`config.mk`:
```
export PLATFORM = sky130hd
export DESIGN_NAME = char_lcd_bus_sequencer_flat
export DESIGN_NICKNAME = d
export VERILOG_FILES = /design/src/design/clbs_pkg.sv /design/src/design/clbs_intf.sv /design/src/design/clbs_cfg_regs.sv /design/src/design/clbs_bcd_unit.sv /design/src/design/clbs_bus_emitter.sv /design/src/design/char_lcd_bus_sequencer.sv /design/src/flat_wrapper.sv
export SDC_FILE = /design/constraint.sdc
export NUM_CORES = 1
export LEC_CHECK = 0
export ABC_AREA = 1
export CAP_MARGIN = 0
export CORE_UTILIZATION = 55
export CTS_BUF_LIST = sky130_fd_sc_hd__clkbuf_4
export DETAILED_ROUTE_END_ITERATION = 10
export DONT_BUFFER_PORTS = 1
export PLACE_DENSITY_LB_ADDON = 0.08
export SYNTH_ARGS = -nofsm -noshare
export SYNTH_HDL_FRONTEND = slang
export SYNTH_SLANG_ARGS = --single-unit
```
`constraint.sdc`:
```
create_clock -name clk -period 4.3 [get_ports clk]
set_clock_uncertainty 0.05 [all_clocks]
set_input_delay 0.43 -clock clk [delete_from_list [all_inputs] [get_ports clk]]
set_output_delay 0.43 -clock clk [all_outputs]
set_load 0.05 [all_outputs]
```
`src/design/clbs_pkg.sv`:
```
package clbs_pkg;

    // Field widths
    localparam int CMD_W      = 3;
    localparam int DISP_W     = 2;
    localparam int COL_W      = 6;
    localparam int NUM_W      = 32;

    // Decimal digits held by the BCD converter (enough for any 32-bit value)
    localparam int BCD_DIGITS = 10;
    localparam int DIG_IDX_W  = $clog2(BCD_DIGITS);

    // Configuration port
    localparam int CFG_REGS   = 8;
    localparam int APB_ADDR_W = $clog2(CFG_REGS * 4);
    localparam int APB_DATA_W = 32;

    // Request codes
    localparam logic [CMD_W-1:0] CMD_INIT    = 3'd0;
    localparam logic [CMD_W-1:0] CMD_WR_CMD  = 3'd1;
    localparam logic [CMD_W-1:0] CMD_WR_DATA = 3'd2;
    localparam logic [CMD_W-1:0] CMD_CLEAR   = 3'd3;
    localparam logic [CMD_W-1:0] CMD_GOTO    = 3'd4;
    localparam logic [CMD_W-1:0] CMD_DECIMAL = 3'd5;
    localparam logic [CMD_W-1:0] CMD_BINARY  = 3'd6;

    // Register indexes
    localparam logic [2:0] REG_FOUR_BIT  = 3'd0;
    localparam logic [2:0] REG_TWO_LINES = 3'd1;
    localparam logic [2:0] REG_FONT      = 3'd2;
    localparam logic [2:0] REG_DISP_ON   = 3'd3;
    localparam logic [2:0] REG_CURSOR    = 3'd4;
    localparam logic [2:0] REG_BLINK     = 3'd5;
    localparam logic [2:0] REG_INCREMENT = 3'd6;
    localparam logic [2:0] REG_SHIFT     = 3'd7;

    // Controller instruction bytes
    localparam logic [7:0] LCD_FSET8   = 8'b0011_0000;
    localparam logic [7:0] LCD_FSET4   = 8'b0010_0000;
    localparam logic [7:0] LCD_DISPCTL = 8'b0000_1000;
    localparam logic [7:0] LCD_ENTRY   = 8'b0000_0100;
    localparam logic [7:0] LCD_HOME4   = 8'b0000_0010;
    localparam logic [7:0] LCD_CLEAR   = 8'b0000_0001;
    localparam logic [7:0] LCD_DDRAM   = 8'h80;

    // Characters
    localparam logic [7:0] ASCII_ZERO  = 8'h30;
    localparam logic [7:0] ASCII_B     = 8'h62;

    typedef struct packed {
        logic four_bit_bus;
        logic two_lines;
        logic large_font;
        logic display_on;
        logic cursor_on;
        logic blink_on;
        logic increment_cursor;
        logic shift_display;
    } cfg_t;

    localparam cfg_t CFG_RESET = '{
        four_bit_bus:     1'b0,
        two_lines:        1'b1,
        large_font:       1'b0,
        display_on:       1'b1,
        cursor_on:        1'b0,
        blink_on:         1'b0,
        increment_cursor: 1'b1,
        shift_display:    1'b0
    };

    // One bus word from the sequencer to the strobe stage
    typedef struct packed {
        logic [DISP_W-1:0] disp;
        logic              rs;
        logic [7:0]        data;
        logic              wait_first;
        logic              last;
    } bus_word_t;

endpackage

```
`src/design/clbs_intf.sv`:
```
// Request channel
interface clbs_req_if;
    import clbs_pkg::*;

    logic              valid;
    logic              ready;
    logic [CMD_W-1:0]  command;
    logic [DISP_W-1:0] display;
    logic [7:0]        byte_value;
    logic              row;
    logic [COL_W-1:0]  column;
    logic [NUM_W-1:0]  number;

    modport source (
        output valid, command, display, byte_value, row, column, number,
        input  ready
    );

    modport sink (
        input  valid, command, display, byte_value, row, column, number,
        output ready
    );
endinterface

// Strobe channel
interface clbs_strobe_if;
    import clbs_pkg::*;

    logic              valid;
    logic              ready;
    logic [DISP_W-1:0] target_display;
    logic              register_select;
    logic [7:0]        bus_lines;
    logic              power_up_wait;
    logic              last;

    modport source (
        output valid, target_display, register_select, bus_lines, power_up_wait, last,
        input  ready
    );

    modport sink (
        input  valid, target_display, register_select, bus_lines, power_up_wait, last,
        output ready
    );
endinterface

```
`src/design/clbs_cfg_regs.sv`:
```
module clbs_cfg_regs (
    input  logic                                clk,
    input  logic                                rst_n,
    input  logic                                psel,
    input  logic                                penable,
    input  logic                                pwrite,
    input  logic [clbs_pkg::APB_ADDR_W-1:0]     paddr,
    input  logic [clbs_pkg::APB_DATA_W-1:0]     pwdata,
    output logic [clbs_pkg::APB_DATA_W-1:0]     prdata,
    output logic                                pready,
    output clbs_pkg::cfg_t                      cfg
);
    import clbs_pkg::*;

    cfg_t       cfg_reg;
    cfg_t       cfg_next;
    logic [2:0] reg_idx;
    logic       wr_en;
    logic       rd_bit;

    assign pready  = 1'b1;
    assign wr_en   = psel & penable & pwrite & pready;
    // word address; byte offset within a register is don't-care
    assign reg_idx = paddr[APB_ADDR_W-1:2];

    // write decode
    always_comb
    begin
        cfg_next = cfg_reg;
        if (wr_en)
        begin
            unique case (reg_idx)
                REG_FOUR_BIT:  cfg_next.four_bit_bus     = pwdata[0];
                REG_TWO_LINES: cfg_next.two_lines        = pwdata[0];
                REG_FONT:      cfg_next.large_font       = pwdata[0];
                REG_DISP_ON:   cfg_next.display_on       = pwdata[0];
                REG_CURSOR:    cfg_next.cursor_on        = pwdata[0];
                REG_BLINK:     cfg_next.blink_on         = pwdata[0];
                REG_INCREMENT: cfg_next.increment_cursor = pwdata[0];
                REG_SHIFT:     cfg_next.shift_display    = pwdata[0];
                default:       cfg_next = cfg_reg;
            endcase
        end
    end

    always_ff @(posedge clk or negedge rst_n)
    begin
        if (!rst_n)
        begin
            cfg_reg <= CFG_RESET;
        end
        else
        begin
            cfg_reg <= cfg_next;
        end
    end

    // read decode
    always_comb
    begin
        unique case (reg_idx)
            REG_FOUR_BIT:  rd_bit = cfg_reg.four_bit_bus;
            REG_TWO_LINES: rd_bit = cfg_reg.two_lines;
            REG_FONT:      rd_bit = cfg_reg.large_font;
            REG_DISP_ON:   rd_bit = cfg_reg.display_on;
            REG_CURSOR:    rd_bit = cfg_reg.cursor_on;
            REG_BLINK:     rd_bit = cfg_reg.blink_on;
            REG_INCREMENT: rd_bit = cfg_reg.increment_cursor;
            REG_SHIFT:     rd_bit = cfg_reg.shift_display;
            default:       rd_bit = 1'b0;
        endcase
    end

    assign prdata = {{(APB_DATA_W-1){1'b0}}, rd_bit};
    assign cfg    = cfg_reg;

endmodule

```
`src/design/clbs_bcd_unit.sv`:
```
module clbs_bcd_unit (
    input  logic                               clk,
    input  logic                               rst_n,
    input  logic                               start,
    input  logic [clbs_pkg::NUM_W-1:0]         number,
    output logic                               busy,
    input  logic [clbs_pkg::DIG_IDX_W-1:0]     rd_idx,
    output logic [3:0]                         rd_digit
);
    import clbs_pkg::*;

    localparam int CNT_W = $clog2(NUM_W + 1);

    logic [NUM_W-1:0]               bin_reg;
    logic [BCD_DIGITS-1:0][3:0]     bcd_reg;
    logic [BCD_DIGITS-1:0][3:0]     bcd_adj;
    logic [BCD_DIGITS-1:0][3:0]     bcd_next;
    logic [CNT_W-1:0]               cnt_reg;

    // add-3 correction on every digit, then shift in the next binary bit
    always_comb
    begin
        for (int i = 0; i < BCD_DIGITS; i++)
        begin
            bcd_adj[i] = (bcd_reg[i] >= 4'd5) ? bcd_reg[i] + 4'd3 : bcd_reg[i];
        end
        // top bit of the top digit is always zero for a 32-bit value
        bcd_next = {bcd_adj[BCD_DIGITS-1][2:0], bcd_adj[BCD_DIGITS-2:0], bin_reg[NUM_W-1]};
    end

    // bit counter
    always_ff @(posedge clk or negedge rst_n)
    begin
        if (!rst_n)
        begin
            cnt_reg <= '0;
        end
        else if (start)
        begin
            cnt_reg <= CNT_W'(NUM_W);
        end
        else if (busy)
        begin
            cnt_reg <= cnt_reg - 1'b1;
        end
    end

    // working registers
    always_ff @(posedge clk)
    begin
        if (start)
        begin
            bin_reg <= number;
            bcd_reg <= '0;
        end
        else if (busy)
        begin
            bin_reg <= {bin_reg[NUM_W-2:0], 1'b0};
            bcd_reg <= bcd_next;
        end
    end

    assign busy     = (cnt_reg != '0);
    assign rd_digit = bcd_reg[rd_idx];

endmodule

```
`src/design/clbs_bus_emitter.sv`:
```
module clbs_bus_emitter (
    input  logic                   clk,
    input  logic                   rst_n,
    input  logic                   four_bit,
    input  logic                   word_valid,
    input  clbs_pkg::bus_word_t    word,
    output logic                   word_ready,
    clbs_strobe_if.source          strobe
);
    import clbs_pkg::*;

    logic      out_valid_reg;
    logic      out_valid_next;
    logic      pend_lo_reg;
    logic      pend_lo_next;
    bus_word_t out_reg;
    logic [3:0] lo_data_reg;
    logic      lo_last_reg;
    logic      load;
    logic      take;

    assign take       = out_valid_reg & strobe.ready;
    assign word_ready = ~out_valid_reg | (strobe.ready & ~pend_lo_reg);
    assign load       = word_valid & word_ready;

    // output valid and pending low nibble
    always_comb
    begin
        out_valid_next = out_valid_reg;
        pend_lo_next   = pend_lo_reg;
        if (load)
        begin
            out_valid_next = 1'b1;
            pend_lo_next   = four_bit;
        end
        else if (take)
        begin
            if (pend_lo_reg)
            begin
                pend_lo_next = 1'b0;
            end
            else
            begin
                out_valid_next = 1'b0;
            end
        end
    end

    always_ff @(posedge clk or negedge rst_n)
    begin
        if (!rst_n)
        begin
            out_valid_reg <= 1'b0;
            pend_lo_reg   <= 1'b0;
        end
        else
        begin
            out_valid_reg <= out_valid_next;
            pend_lo_reg   <= pend_lo_next;
        end
    end

    // payload: whole byte, or high nibble then low nibble on D4..D7
    always_ff @(posedge clk)
    begin
        if (load)
        begin
            out_reg.disp       <= word.disp;
            out_reg.rs         <= word.rs;
            out_reg.data       <= four_bit ? {word.data[7:4], 4'b0000} : word.data;
            out_reg.wait_first <= word.wait_first;
            out_reg.last       <= four_bit ? 1'b0 : word.last;
            lo_data_reg        <= word.data[3:0];
            lo_last_reg        <= word.last;
        end
        else if (take && pend_lo_reg)
        begin
            out_reg.data       <= {lo_data_reg, 4'b0000};
            out_reg.wait_first <= 1'b0;
            out_reg.last       <= lo_last_reg;
        end
    end

    assign strobe.valid           = out_valid_reg;
    assign strobe.target_display  = out_reg.disp;
    assign strobe.register_select = out_reg.rs;
    assign strobe.bus_lines       = out_reg.data;
    assign strobe.power_up_wait   = out_reg.wait_first;
    assign strobe.last            = out_reg.last;

`ifndef NO_ASSERTIONS
    a_pend_needs_valid: assert property (@(posedge clk) disable iff (!rst_n)
        pend_lo_reg |-> out_valid_reg)
        else $error("low nibble pending without a held strobe");

    a_lo_follows_hi: assert property (@(posedge clk) disable iff (!rst_n)
        (take && pend_lo_reg) |=> (strobe.valid && !strobe.power_up_wait))
        else $error("low nibble strobe missing or flagged for power-up wait");
`endif

endmodule

```
`src/design/char_lcd_bus_sequencer.sv`:
```
// Character display bus sequencer. Each request (init, command, data, clear,
// goto, decimal print, binary print) is turned into a series of enable
// strobes, one word on the strobe channel per strobe. A new request is taken
// only when the sequencer is idle. The sequencer hands one bus byte per cycle
// to the strobe stage while that stage is ready for it; in 8-bit mode each
// byte is one strobe, in 4-bit mode two strobes. Init sends 4 bytes in 8-bit
// mode and 5 in 4-bit mode, binary print 10 bytes, and command, data, clear
// and goto requests one byte each. A decimal print first runs the
// shift-and-add-3 converter, then scans off leading zeros at one digit per
// cycle, then emits the digits. When DECIMAL_DIGITS cuts a number short,
// the kept low digits are printed as they are, zeros included. Requests
// with an unknown code or a display number not below DISPLAYS are accepted
// and dropped without a strobe. There is no clearing pass after reset.
module char_lcd_bus_sequencer #(
    parameter int DISPLAYS       = 4,
    parameter int DECIMAL_DIGITS = 10
) (
    input  logic                              clk,
    input  logic                              rst_n,
    clbs_req_if.sink                          request,
    clbs_strobe_if.source                     strobe,
    input  logic                              psel,
    input  logic                              penable,
    input  logic                              pwrite,
    input  logic [clbs_pkg::APB_ADDR_W-1:0]   paddr,
    input  logic [clbs_pkg::APB_DATA_W-1:0]   pwdata,
    output logic [clbs_pkg::APB_DATA_W-1:0]   prdata,
    output logic                              pready
);
    import clbs_pkg::*;

    localparam int NDIG   = (DECIMAL_DIGITS < BCD_DIGITS) ? DECIMAL_DIGITS : BCD_DIGITS;
    localparam int STEP_W = 4;

    localparam logic [2:0] ST_IDLE   = 3'd0;
    localparam logic [2:0] ST_LIST   = 3'd1;
    localparam logic [2:0] ST_CONV   = 3'd2;
    localparam logic [2:0] ST_SCAN   = 3'd3;
    localparam logic [2:0] ST_DIGITS = 3'd4;

    cfg_t                 cfg;
    logic [2:0]           state_reg;
    logic [2:0]           state_next;
    logic [STEP_W-1:0]    step_reg;
    logic [STEP_W-1:0]    step_next;
    logic [DIG_IDX_W-1:0] dig_reg;
    logic [DIG_IDX_W-1:0] dig_next;
    logic [CMD_W-1:0]     cmd_reg;
    logic [DISP_W-1:0]    disp_reg;
    logic [7:0]           val_reg;
    logic                 row_reg;
    logic [COL_W-1:0]     col_reg;

    logic                 req_fire;
    logic                 req_ok;
    logic                 bcd_start;
    logic                 bcd_busy;
    logic [3:0]           bcd_digit;

    logic                 word_valid;
    logic                 word_ready;
    logic                 word_fire;
    bus_word_t            word;
    logic [STEP_W-1:0]    list_last;
    logic                 last_step;
    logic [STEP_W-1:0]    init_idx;
    logic [7:0]           init_byte;
    logic [7:0]           list_byte;
    logic [2:0]           bit_sel;

    clbs_cfg_regs u_cfg (
        .clk     (clk),
        .rst_n   (rst_n),
        .psel    (psel),
        .penable (penable),
        .pwrite  (pwrite),
        .paddr   (paddr),
        .pwdata  (pwdata),
        .prdata  (prdata),
        .pready  (pready),
        .cfg     (cfg)
    );

    clbs_bcd_unit u_bcd (
        .clk      (clk),
        .rst_n    (rst_n),
        .start    (bcd_start),
        .number   (request.number),
        .busy     (bcd_busy),
        .rd_idx   (dig_reg),
        .rd_digit (bcd_digit)
    );

    clbs_bus_emitter u_emit (
        .clk        (clk),
        .rst_n      (rst_n),
        .four_bit   (cfg.four_bit_bus),
        .word_valid (word_valid),
        .word       (word),
        .word_ready (word_ready),
        .strobe     (strobe)
    );

    // request intake
    assign request.ready = (state_reg == ST_IDLE);
    assign req_fire      = request.valid & request.ready;
    assign req_ok        = (int'(request.display) < DISPLAYS) && (request.command <= CMD_BINARY);
    assign bcd_start     = req_fire & req_ok & (request.command == CMD_DECIMAL);

    // length of the byte list for list-type requests
    always_comb
    begin
        case (cmd_reg)
            CMD_INIT:   list_last = cfg.four_bit_bus ? STEP_W'(4) : STEP_W'(3);
            CMD_BINARY: list_last = STEP_W'(9);
            default:    list_last = '0;
        endcase
    end
    assign last_step = (step_reg == list_last);

    // init bytes; 8-bit mode skips the leading 4-bit switch byte
    assign init_idx = cfg.four_bit_bus ? step_reg : step_reg + 1'b1;

    always_comb
    begin
        case (init_idx)
            STEP_W'(0): init_byte = LCD_HOME4;
            STEP_W'(1): init_byte = (cfg.four_bit_bus ? LCD_FSET4 : LCD_FSET8)
                                    | {4'b0000, cfg.two_lines, cfg.large_font, 2'b00};
            STEP_W'(2): init_byte = LCD_DISPCTL
                                    | {5'b00000, cfg.display_on, cfg.cursor_on, cfg.blink_on};
            STEP_W'(3): init_byte = LCD_CLEAR;
            default:    init_byte = LCD_ENTRY
                                    | {6'b000000, cfg.increment_cursor, cfg.shift_display};
        endcase
    end

    // binary print: '0', 'b', then bits 7 down to 0
    assign bit_sel = 3'(STEP_W'(9) - step_reg);

    always_comb
    begin
        case (cmd_reg)
            CMD_INIT:  list_byte = init_byte;
            CMD_CLEAR: list_byte = LCD_CLEAR;
            CMD_GOTO:  list_byte = LCD_DDRAM | {1'b0, row_reg, col_reg};
            CMD_BINARY:
            begin
                if (step_reg == '0)
                begin
                    list_byte = ASCII_ZERO;
                end
                else if (step_reg == STEP_W'(1))
                begin
                    list_byte = ASCII_B;
                end
                else
                begin
                    list_byte = ASCII_ZERO | {7'b0000000, val_reg[bit_sel]};
                end
            end
            default:   list_byte = val_reg;
        endcase
    end

    // word to the strobe stage
    assign word_valid      = (state_reg == ST_LIST) || (state_reg == ST_DIGITS);
    assign word_fire       = word_valid & word_ready;
    assign word.disp       = disp_reg;
    assign word.rs         = (cmd_reg == CMD_WR_DATA) || (cmd_reg == CMD_DECIMAL)
                             || (cmd_reg == CMD_BINARY);
    assign word.data       = (state_reg == ST_DIGITS) ? (ASCII_ZERO | {4'b0000, bcd_digit})
                                                      : list_byte;
    assign word.wait_first = (state_reg == ST_LIST) && (cmd_reg == CMD_INIT) && (step_reg == '0);
    assign word.last       = (state_reg == ST_DIGITS) ? (dig_reg == '0) : last_step;

    // sequencer
    always_comb
    begin
        state_next = state_reg;
        step_next  = step_reg;
        dig_next   = dig_reg;
        unique case (state_reg)
            ST_IDLE:
            begin
                if (req_fire && req_ok)
                begin
                    step_next  = '0;
                    dig_next   = DIG_IDX_W'(BCD_DIGITS - 1);
                    state_next = (request.command == CMD_DECIMAL) ? ST_CONV : ST_LIST;
                end
            end
            ST_LIST:
            begin
                if (word_fire)
                begin
                    if (last_step)
                    begin
                        state_next = ST_IDLE;
                    end
                    else
                    begin
                        step_next = step_reg + 1'b1;
                    end
                end
            end
            ST_CONV:
            begin
                if (!bcd_busy)
                begin
                    state_next = ST_SCAN;
                end
            end
            ST_SCAN:
            begin
                // above the kept digits: a nonzero digit means the number is cut
                // short, so all kept digits print, zeros included
                if (int'(dig_reg) >= NDIG)
                begin
                    if (bcd_digit != 4'd0)
                    begin
                        dig_next   = DIG_IDX_W'(NDIG - 1);
                        state_next = ST_DIGITS;
                    end
                    else
                    begin
                        dig_next = dig_reg - 1'b1;
                    end
                end
                // drop leading zeros, keep at least one digit
                else if ((dig_reg != '0) && (bcd_digit == 4'd0))
                begin
                    dig_next = dig_reg - 1'b1;
                end
                else
                begin
                    state_next = ST_DIGITS;
                end
            end
            ST_DIGITS:
            begin
                if (word_fire)
                begin
                    if (dig_reg == '0)
                    begin
                        state_next = ST_IDLE;
                    end
                    else
                    begin
                        dig_next = dig_reg - 1'b1;
                    end
                end
            end
            default:
            begin
                state_next = ST_IDLE;
            end
        endcase
    end

    always_ff @(posedge clk or negedge rst_n)
    begin
        if (!rst_n)
        begin
            state_reg <= ST_IDLE;
            step_reg  <= '0;
            dig_reg   <= '0;
        end
        else
        begin
            state_reg <= state_next;
            step_reg  <= step_next;
            dig_reg   <= dig_next;
        end
    end

    // request fields held for the whole request
    always_ff @(posedge clk)
    begin
        if (req_fire)
        begin
            cmd_reg  <= request.command;
            disp_reg <= request.display;
            val_reg  <= request.byte_value;
            row_reg  <= request.row;
            col_reg  <= request.column;
        end
    end

`ifndef NO_ASSERTIONS
    a_conv_done: assert property (@(posedge clk) disable iff (!rst_n)
        (state_reg == ST_SCAN || state_reg == ST_DIGITS) |-> !bcd_busy)
        else $error("digits read while conversion still running");

    a_digit_bcd: assert property (@(posedge clk) disable iff (!rst_n)
        (state_reg == ST_SCAN || state_reg == ST_DIGITS) |-> (bcd_digit <= 4'd9))
        else $error("converter produced a digit above nine");

    a_last_idle: assert property (@(posedge clk) disable iff (!rst_n)
        (word_fire && word.last) |=> request.ready)
        else $error("sequencer not idle after final word");

    a_drop_idle: assert property (@(posedge clk) disable iff (!rst_n)
        (req_fire && !req_ok) |=> (request.ready && !word_valid))
        else $error("dropped request started a sequence");
`endif

endmodule
```
`src/flat_wrapper.sv`:
```
// flat-port wrapper written by rule: the top's interface ports become plain ports
module char_lcd_bus_sequencer_flat import clbs_pkg::*;
#(
    parameter int DISPLAYS       = 4,
    parameter int DECIMAL_DIGITS = 10
)
  (clk, rst_n, psel, penable, pwrite, paddr, pwdata, prdata, pready, request_valid, request_command, request_display, request_byte_value, request_row, request_column, request_number, request_ready, strobe_valid, strobe_target_display, strobe_register_select, strobe_bus_lines, strobe_power_up_wait, strobe_last, strobe_ready);
  clbs_req_if request_i ();
  clbs_strobe_if strobe_i ();
  input  logic clk;
  input  logic rst_n;
  input  logic psel;
  input  logic penable;
  input  logic pwrite;
  input  logic [clbs_pkg::APB_ADDR_W-1:0] paddr;
  input  logic [clbs_pkg::APB_DATA_W-1:0] pwdata;
  output logic [clbs_pkg::APB_DATA_W-1:0] prdata;
  output logic pready;
  input wire logic [$bits(request_i.valid)-1:0] request_valid;
  input wire logic [$bits(request_i.command)-1:0] request_command;
  input wire logic [$bits(request_i.display)-1:0] request_display;
  input wire logic [$bits(request_i.byte_value)-1:0] request_byte_value;
  input wire logic [$bits(request_i.row)-1:0] request_row;
  input wire logic [$bits(request_i.column)-1:0] request_column;
  input wire logic [$bits(request_i.number)-1:0] request_number;
  output wire logic [$bits(request_i.ready)-1:0] request_ready;
  output wire logic [$bits(strobe_i.valid)-1:0] strobe_valid;
  output wire logic [$bits(strobe_i.target_display)-1:0] strobe_target_display;
  output wire logic [$bits(strobe_i.register_select)-1:0] strobe_register_select;
  output wire logic [$bits(strobe_i.bus_lines)-1:0] strobe_bus_lines;
  output wire logic [$bits(strobe_i.power_up_wait)-1:0] strobe_power_up_wait;
  output wire logic [$bits(strobe_i.last)-1:0] strobe_last;
  input wire logic [$bits(strobe_i.ready)-1:0] strobe_ready;
  assign request_i.valid = request_valid;
  assign request_i.command = request_command;
  assign request_i.display = request_display;
  assign request_i.byte_value = request_byte_value;
  assign request_i.row = request_row;
  assign request_i.column = request_column;
  assign request_i.number = request_number;
  assign request_ready = request_i.ready;
  assign strobe_valid = strobe_i.valid;
  assign strobe_target_display = strobe_i.target_display;
  assign strobe_register_select = strobe_i.register_select;
  assign strobe_bus_lines = strobe_i.bus_lines;
  assign strobe_power_up_wait = strobe_i.power_up_wait;
  assign strobe_last = strobe_i.last;
  assign strobe_i.ready = strobe_ready;
  char_lcd_bus_sequencer #(.DISPLAYS(DISPLAYS), .DECIMAL_DIGITS(DECIMAL_DIGITS)) u_core (.clk(clk), .rst_n(rst_n), .request(request_i), .strobe(strobe_i), .psel(psel), .penable(penable), .pwrite(pwrite), .paddr(paddr), .pwdata(pwdata), .prdata(prdata), .pready(pready));
endmodule
```
==> results of run 1 <==
[cell usage in the layout (no fill, tap or decap), types with 26 or more instances in the layout]
master / count
nand2_1: 274
inv_1: 111
o21ai_0: 75
edfxtp_1: 70
dlygate4sd3_1: 57
nand3_1: 51
nor2_1: 43
dfxtp_1: 40
conb_1: 32
ha_1: 26
[metal layers]
| metal | up-vias | routed length [um] | track usage |
|---|---|---|---|
| li1 | 3093 | - | - |
| met1 | 2898 | 7260 | 0.297 |
| met2 | 204 | 8280 | 0.427 |
| met3 | 36 | 782 | 0.0456 |
| met4 | 0 | 358 | 0.0953 |
| met5 | - | 0 | 0 |
[cell type report]
type / count / area, um^2 / share of cell area
sequential: 137 / 3580 / 0.420
multi-input combinational: 640 / 3320 / 0.389
timing repair buffer: 61 / 613 / 0.0719
inverter: 121 / 464 / 0.0545
tap: 176 / 220 / 0.0258
clock inverter: 15 / 200 / 0.0235
clock buffer: 17 / 128 / 0.0150
[through the flow]
step	area, um^2	hold slack (ps)
after detailed placement	7600	85.2
final	8520	52.3
after global placement	7600	85.0
after floorplan	7770	84.4
after global routing	8520	42.8
after CTS	8520	3.59
[kinds of logic (layout without fill, tap and decap cells)]
| family | count (synthesis) | count (layout) | share of synthesized area |
|---|---|---|---|
| AO/OA/AOI/OAI | 169 | 169 | 0.136 |
| AND/OR/NAND/NOR | 397 | 397 | 0.220 |
| buffers and inverters | 178 | 214 | 0.114 |
| adder cells (fa/ha/maj) | 26 | 26 | 0.0425 |
| other | 2 | 32 | 0.000981 |
| flip-flops | 137 | 137 | 0.468 |
| XOR/XNOR | 16 | 16 | 0.0183 |
[Yosys cell counts, drive strengths merged]
cell,n
nand2,277
inv,121
o21ai,82
edfxtp,70
buf,53
nand3,51
nor2,51
dfxtp,40
ha,26
a21oi,25
dfrtp,24
o22ai,23
o31ai,17
xor2,15
a22oi,9
nor3,8
a31oi,5
clkbuf,4
nand4,4
dfstp,3
or2,3
conb,2
nand3b,2
a211oi,1
a21boi,1
a22o,1
nor3b,1
o211a,1
o211ai,1
o21a,1
o221ai,1
o311ai,1
xnor2,1
[worst min-delay path, stage by stage]
cell	delay, ps
nor2_1	40
a21oi_1	120
a31oi_1	50
[worst min path at each step]
stage | start | to | slack, ps
finish | paddr[4] | u_core.u_cfg.cfg[6] | 50
global route | pwdata[0] | u_core.u_cfg.cfg[1] | 40
CTS | paddr[4] | u_core.u_cfg.cfg[6] | 4
detailed placement | rst_n | u_core.u_cfg.cfg[7] | 90
global placement | rst_n | u_core.u_cfg.cfg[3] | 80
floorplan | rst_n | u_core.dig_reg[0] | 80
[power by group]
part / internal (uW) / leakage [uW] / switching (uW)
registers: 2050 / 0.00139 / 591
clock network: 462 / 0.000163 / 492
logic: 945 / 0.00244 / 1690
total: 3460 / 0.00399 / 2780
==> results.py, run 1 <==
metrics = {
    "critical_path": {
        "r2r_slack_ps": 830,
        "path_depth": 11,
        "rr_endpoint": "u_core.u_bcd.bcd_reg[21]",
        "slowest_stage": "inv_2",
        "critPathRequiredTime_ps": 4660,
        "critPathTopFamily": "buffers and inverters",
        "path_cells": "nor2_2 > inv_2 > nor2_4 > inv_4 > nor2_8 > nand2_8 > inv_6 > nor2_4 > inv_2 > buf_4 > o22ai_1",
        "crit_path_start": "u_core.state_reg[0]",
        "cp.arrival_ps": 3830,
        "cp-endpoint": "u_core.u_bcd.bcd_reg[21]",
        "end_kind": "register",
        "worstSetupPathType": "reg2reg",
        "timing.rr.start": "u_core.state_reg[0]",
        "max_stage_delay_ps": 580,
        "worstPathMaxFanout": 44,
        "r2r_cells": 11,
        "critPathLaunchType": "register",
        "cp_num_buf_inv": 5,
    },
    "finish": {
        "nets": 1100,
        "largest_reg_flops": 40,
        "layout.cells.non_filler": 1167,
        "nFillCells": 1132,
        "antenna_cells": 0,
        "layout-drive-gt1-share": 0.0757,
        "utilization": 0.636,
        "syn2layout_area_growth_pct": 11.4,
    },
    "global_route": {
        "antenna_found_initial": 0,
        "grt_pass1_vias": 5998,
        "grt_util_all_layers": 0.245,
        "grt-ovfl-total": 0,
        "grt_pass1_wl_um": 27700,
        "grt_max_degree": 45,
    },
    "floorplanning": {
        "initial_core_util": 0.571,
        "pin_count": 144,
        "rows": 42,
        "die_area_mm2": 0.0144,
        "core_mm2": 0.0134,
        "die_w_um": 120,
        "die_h_um": 120,
    },
    "job": {
        "max_cap_violations": 0,
    },
    "timing": {
        "drv_slew": 0,
        "setup_violations": 0,
        "hold_viol_final": 0,
        "max_freq_mhz": 288,
        "min_period_over_period": 0.808,
        "slew-limit-headroom": 0.358,
        "rsz0062_at_grt": "false",
        "fin_setup_tns_ps": 0,
        "finalWorstPathRequiredPeriod_ps": 3470,
        "fin_ws_ps": 827,
        "worst_slew_pin_slew_ps": 961,
    },
    "routing": {
        "num_vias": 6231,
        "routedWlPerCell_um": 14.3,
        "firstDrtPassIters": 5,
        "wirelength_um": 16700,
        "ant_nets": 0,
        "drcViolationCount": 0,
        "via_per_inst": 5.34,
        "first_iter_violations": 519,
    },
    "yosys": {
        "yosysTopAreaCellShare": 0.275,
        "ys_warn_count": 0,
        "syn-mean-instance-area_um2": 8.27,
        "synth_area_leader_cell": "edfxtp_1",
        "netlist_instances": 925,
        "synth.area.top_cells": "edfxtp_1, nand2_1, dfxtp_1",
        "seq_area_frac_synth": 0.468,
        "ys_ff_latch": 137,
        "syn_area_mm2": 0.00765,
        "ys_types": 51,
    },
    "cts": {
        "cts_max_path_buffers": 2,
        "cts_tree": "done",
        "clk_latency_ps": 560,
        "cts_inserted_buffers": 17,
        "htree_levels": 4,
        "cts_resized": 0,
        "ctsHoldBuffers": 58,
        "clock-sinks": 137,
        "post_cts_buffers": 0,
        "ctsRootBufferMaster": "clkbuf_4",
        "path_clk_slew_ps": 110,
    },
    "placement": {
        "port_buffers": 0,
        "dp_hpwl_um": 11300,
        "gp_congestion": 0.870,
        "dp_cells": 1077,
        "pre_cts_slack_ps": 790,
    },
    "power_and_ir_drop": {
        "cellLeakagePower_uw": 0.00399,
        "power.density_mw_per_mm2": 731,
        "finalPower_uw": 6230,
        "peakVddDrop_mv": 0.393,
    },
    "outcome": {
        "outcome": "finished, final reports clean",
    },
    "worst_hold_path": {
        "holdPathStages": 3,
        "hold_class": "in2reg",
    },
}
Note: power is estimated with default switching activity, not from simulation.
==> run 2, diff against run 1 <==
==> constraint.sdc (replaced) <==
create_clock -name clk -period 3.2 [get_ports clk]
set_clock_uncertainty 0.05 [all_clocks]
set_input_delay 0.32 -clock clk [delete_from_list [all_inputs] [get_ports clk]]
set_output_delay 0.32 -clock clk [all_outputs]
set_load 0.05 [all_outputs]
==> results.py, run 2 (synthesis results as in run 1) <==
metrics = {
    "outcome": {
        "outcome": "finished, final reports clean",
    },
    "power_and_ir_drop": {
        "power.density_mw_per_mm2": 956,
        "p_switching_uw": 3740,
        "internal-power_uw": 4370,
        "p_sw_frac": 0.461,
        "pwr-share-clk": 0.118,
        "p_seq_frac": 0.436,
        "peakVddDrop_mv": 0.475,
        "combPwrFrac": 0.447,
        "cellLeakagePower_uw": 0.00399,
        "finalPower_uw": 8110,
    },
    "timing": {
        "finalWorstPathRequiredPeriod_ps": 2490,
        "rsz0062_at_grt": "false",
        "min_period_over_period": 0.779,
        "slew-limit-headroom": 0.360,
        "hold_viol_final": 0,
        "max_freq_mhz": 401,
        "setup_violations": 0,
        "drv_slew": 0,
        "worst_slew_pin_slew_ps": 958,
        "fin_setup_tns_ps": 0,
    },
    "cts": {
        "cts_inserted_buffers": 17,
        "clk_latency_ps": 570,
        "cts_max_path_buffers": 2,
        "htree_levels": 4,
        "post_cts_buffers": 0,
        "ctsRootBufferMaster": "clkbuf_4",
        "cts_tree": "done",
        "path_clk_slew_ps": 110,
        "clock-sinks": 137,
    },
    "finish": {
        "layout-drive-gt1-share": 0.0812,
        "layout_common_cells": "nand2_1, inv_1, o21ai_0",
        "antenna_cells": 0,
        "largest_reg_flops": 40,
        "utilization": 0.633,
        "final_common_cell": "nand2_1",
        "nets": 1108,
        "syn2layout_area_growth_pct": 10.8,
    },
    "critical_path": {
        "critPathTopFamily": "buffers and inverters",
        "timing.rr.start": "u_core.state_reg[0]",
        "path_cells": "nor2_2 > inv_2 > nor2_4 > inv_4 > nor2_8 > nand2_8 > inv_6 > nor2_8 > inv_2 > o22ai_1",
        "worstPathMaxFanout": 35,
        "rr_endpoint": "u_core.u_bcd.bcd_reg[37]",
        "cp.arrival_ps": 2850,
        "critPathRequiredTime_ps": 3560,
        "end_kind": "register",
        "slowest_stage": "inv_2",
        "worstSetupPathType": "reg2reg",
        "cp_num_buf_inv": 4,
        "critPathLaunchType": "register",
        "r2r_cells": 10,
        "max_stage_delay_ps": 500,
        "r2r_slack_ps": 710,
    },
    "floorplanning": {
        "initial_core_util": 0.571,
        "core_mm2": 0.0134,
        "rows": 42,
        "pin_count": 144,
        "die_area_mm2": 0.0144,
        "die_h_um": 120,
        "die_w_um": 120,
    },
    "routing": {
        "firstDrtPassIters": 6,
        "drcViolationCount": 0,
        "ant_nets": 0,
        "first_iter_violations": 388,
        "routedWlPerCell_um": 14.3,
        "via_per_inst": 5.35,
        "num_vias": 6282,
        "wirelength_um": 16800,
    },
    "global_route": {
        "grt_pass1_wl_um": 27900,
        "antenna_found_initial": 0,
        "grt-ovfl-total": 0,
        "grt_pass1_vias": 6103,
        "grt_util_all_layers": 0.247,
        "grt_max_degree": 44,
    },
    "placement": {
        "port_buffers": 0,
        "dp_hpwl_um": 11500,
        "gp_congestion": 0.904,
    },
    "worst_hold_path": {
        "min_from": "paddr[3]",
        "holdPathStages": 5,
        "min_to": "u_core.u_cfg.cfg[2]",
        "hold_class": "in2reg",
    },
    "job": {
        "max_cap_violations": 0,
    },
}
run 2: cell count changes in the layout (fill, tap and decap cells not counted), sizes merged:
cell and change:
bufinv -4, clkbuf +2, buf +6, inv -1, dlygate4sd3 +2, clkinv +2
run 2: what timing repair did:
item	in CTS	in global routing
resized for setup	0	0
endpoints found under the hold margin	89	0
hold buffers	60	0
run 2: worst register-to-register path: stages, from the launching register on:
cell     delay (ps)
dfrtp_1         470
nor2_2          170
inv_2            70
nor2_4          110
inv_4            60
nor2_8          320
nand2_8          90
inv_6           240
nor2_8           90
inv_2           500
o22ai_1         170
run 2: power groups by stage:
| stage | clock (uW) | sequential (uW) | combinational [uW] |
|---|---|---|---|
| after floorplan | 0 | 3400 | 2930 |
| after global placement | 0 | 3530 | 3350 |
| after detailed placement | 0 | 3560 | 3520 |
| after CTS | 986 | 3520 | 3610 |
| after global routing | 1060 | 3620 | 4140 |
| final | 954 | 3530 | 3620 |
run 2: metal layers:
layer / vias to the layer above / track usage / wire, um
li1: 3107 / - / -
met1: 2910 / 0.299 / 7360
met2: 228 / 0.421 / 8140
met3: 37 / 0.0547 / 922
met4: 0 / 0.104 / 342
met5: - / 0 / 0
run 2: worst max-delay path by stage:
stage / slack [ps] / cells past startpoint / end / from
CTS: 710 / 10 / u_core.u_bcd.bcd_reg[37] / u_core.state_reg[0]
detailed placement: 730 / 10 / u_core.u_bcd.bin_reg[8] / u_core.state_reg[0]
finish: 710 / 10 / u_core.u_bcd.bcd_reg[37] / u_core.state_reg[0]
floorplan: 610 / 10 / u_core.u_bcd.bin_reg[0] / u_core.state_reg[0]
global route: 530 / 10 / u_core.u_bcd.bcd_reg[9] / u_core.state_reg[0]
global placement: 780 / 10 / u_core.u_bcd.bin_reg[7] / u_core.state_reg[0]
run 2: metrics by stage:
| stage | std cells | setup slack, ps | area, um^2 | hold slack (ps) |
|---|---|---|---|---|
| after global routing | 1174 | 534 | 8480 | 33.8 |
| after global placement | 1083 | 782 | 7650 | -24.9 |
| final | 1174 | 709 | 8480 | 37.8 |
| after detailed placement | 1083 | 732 | 7650 | -24.8 |
| after CTS | 1174 | 707 | 8480 | 1.53 |
| after floorplan | 955 | 611 | 7770 | -25.6 |
run 2: cell type report:
class	count	area (um^2)
fillers	1115	4920
flip-flops and latches	137	3580
multi-input cells	640	3320
repair buffers	69	678
inverters	121	464
well taps	176	220
clock buffers	19	143
clock inverters	12	80.1
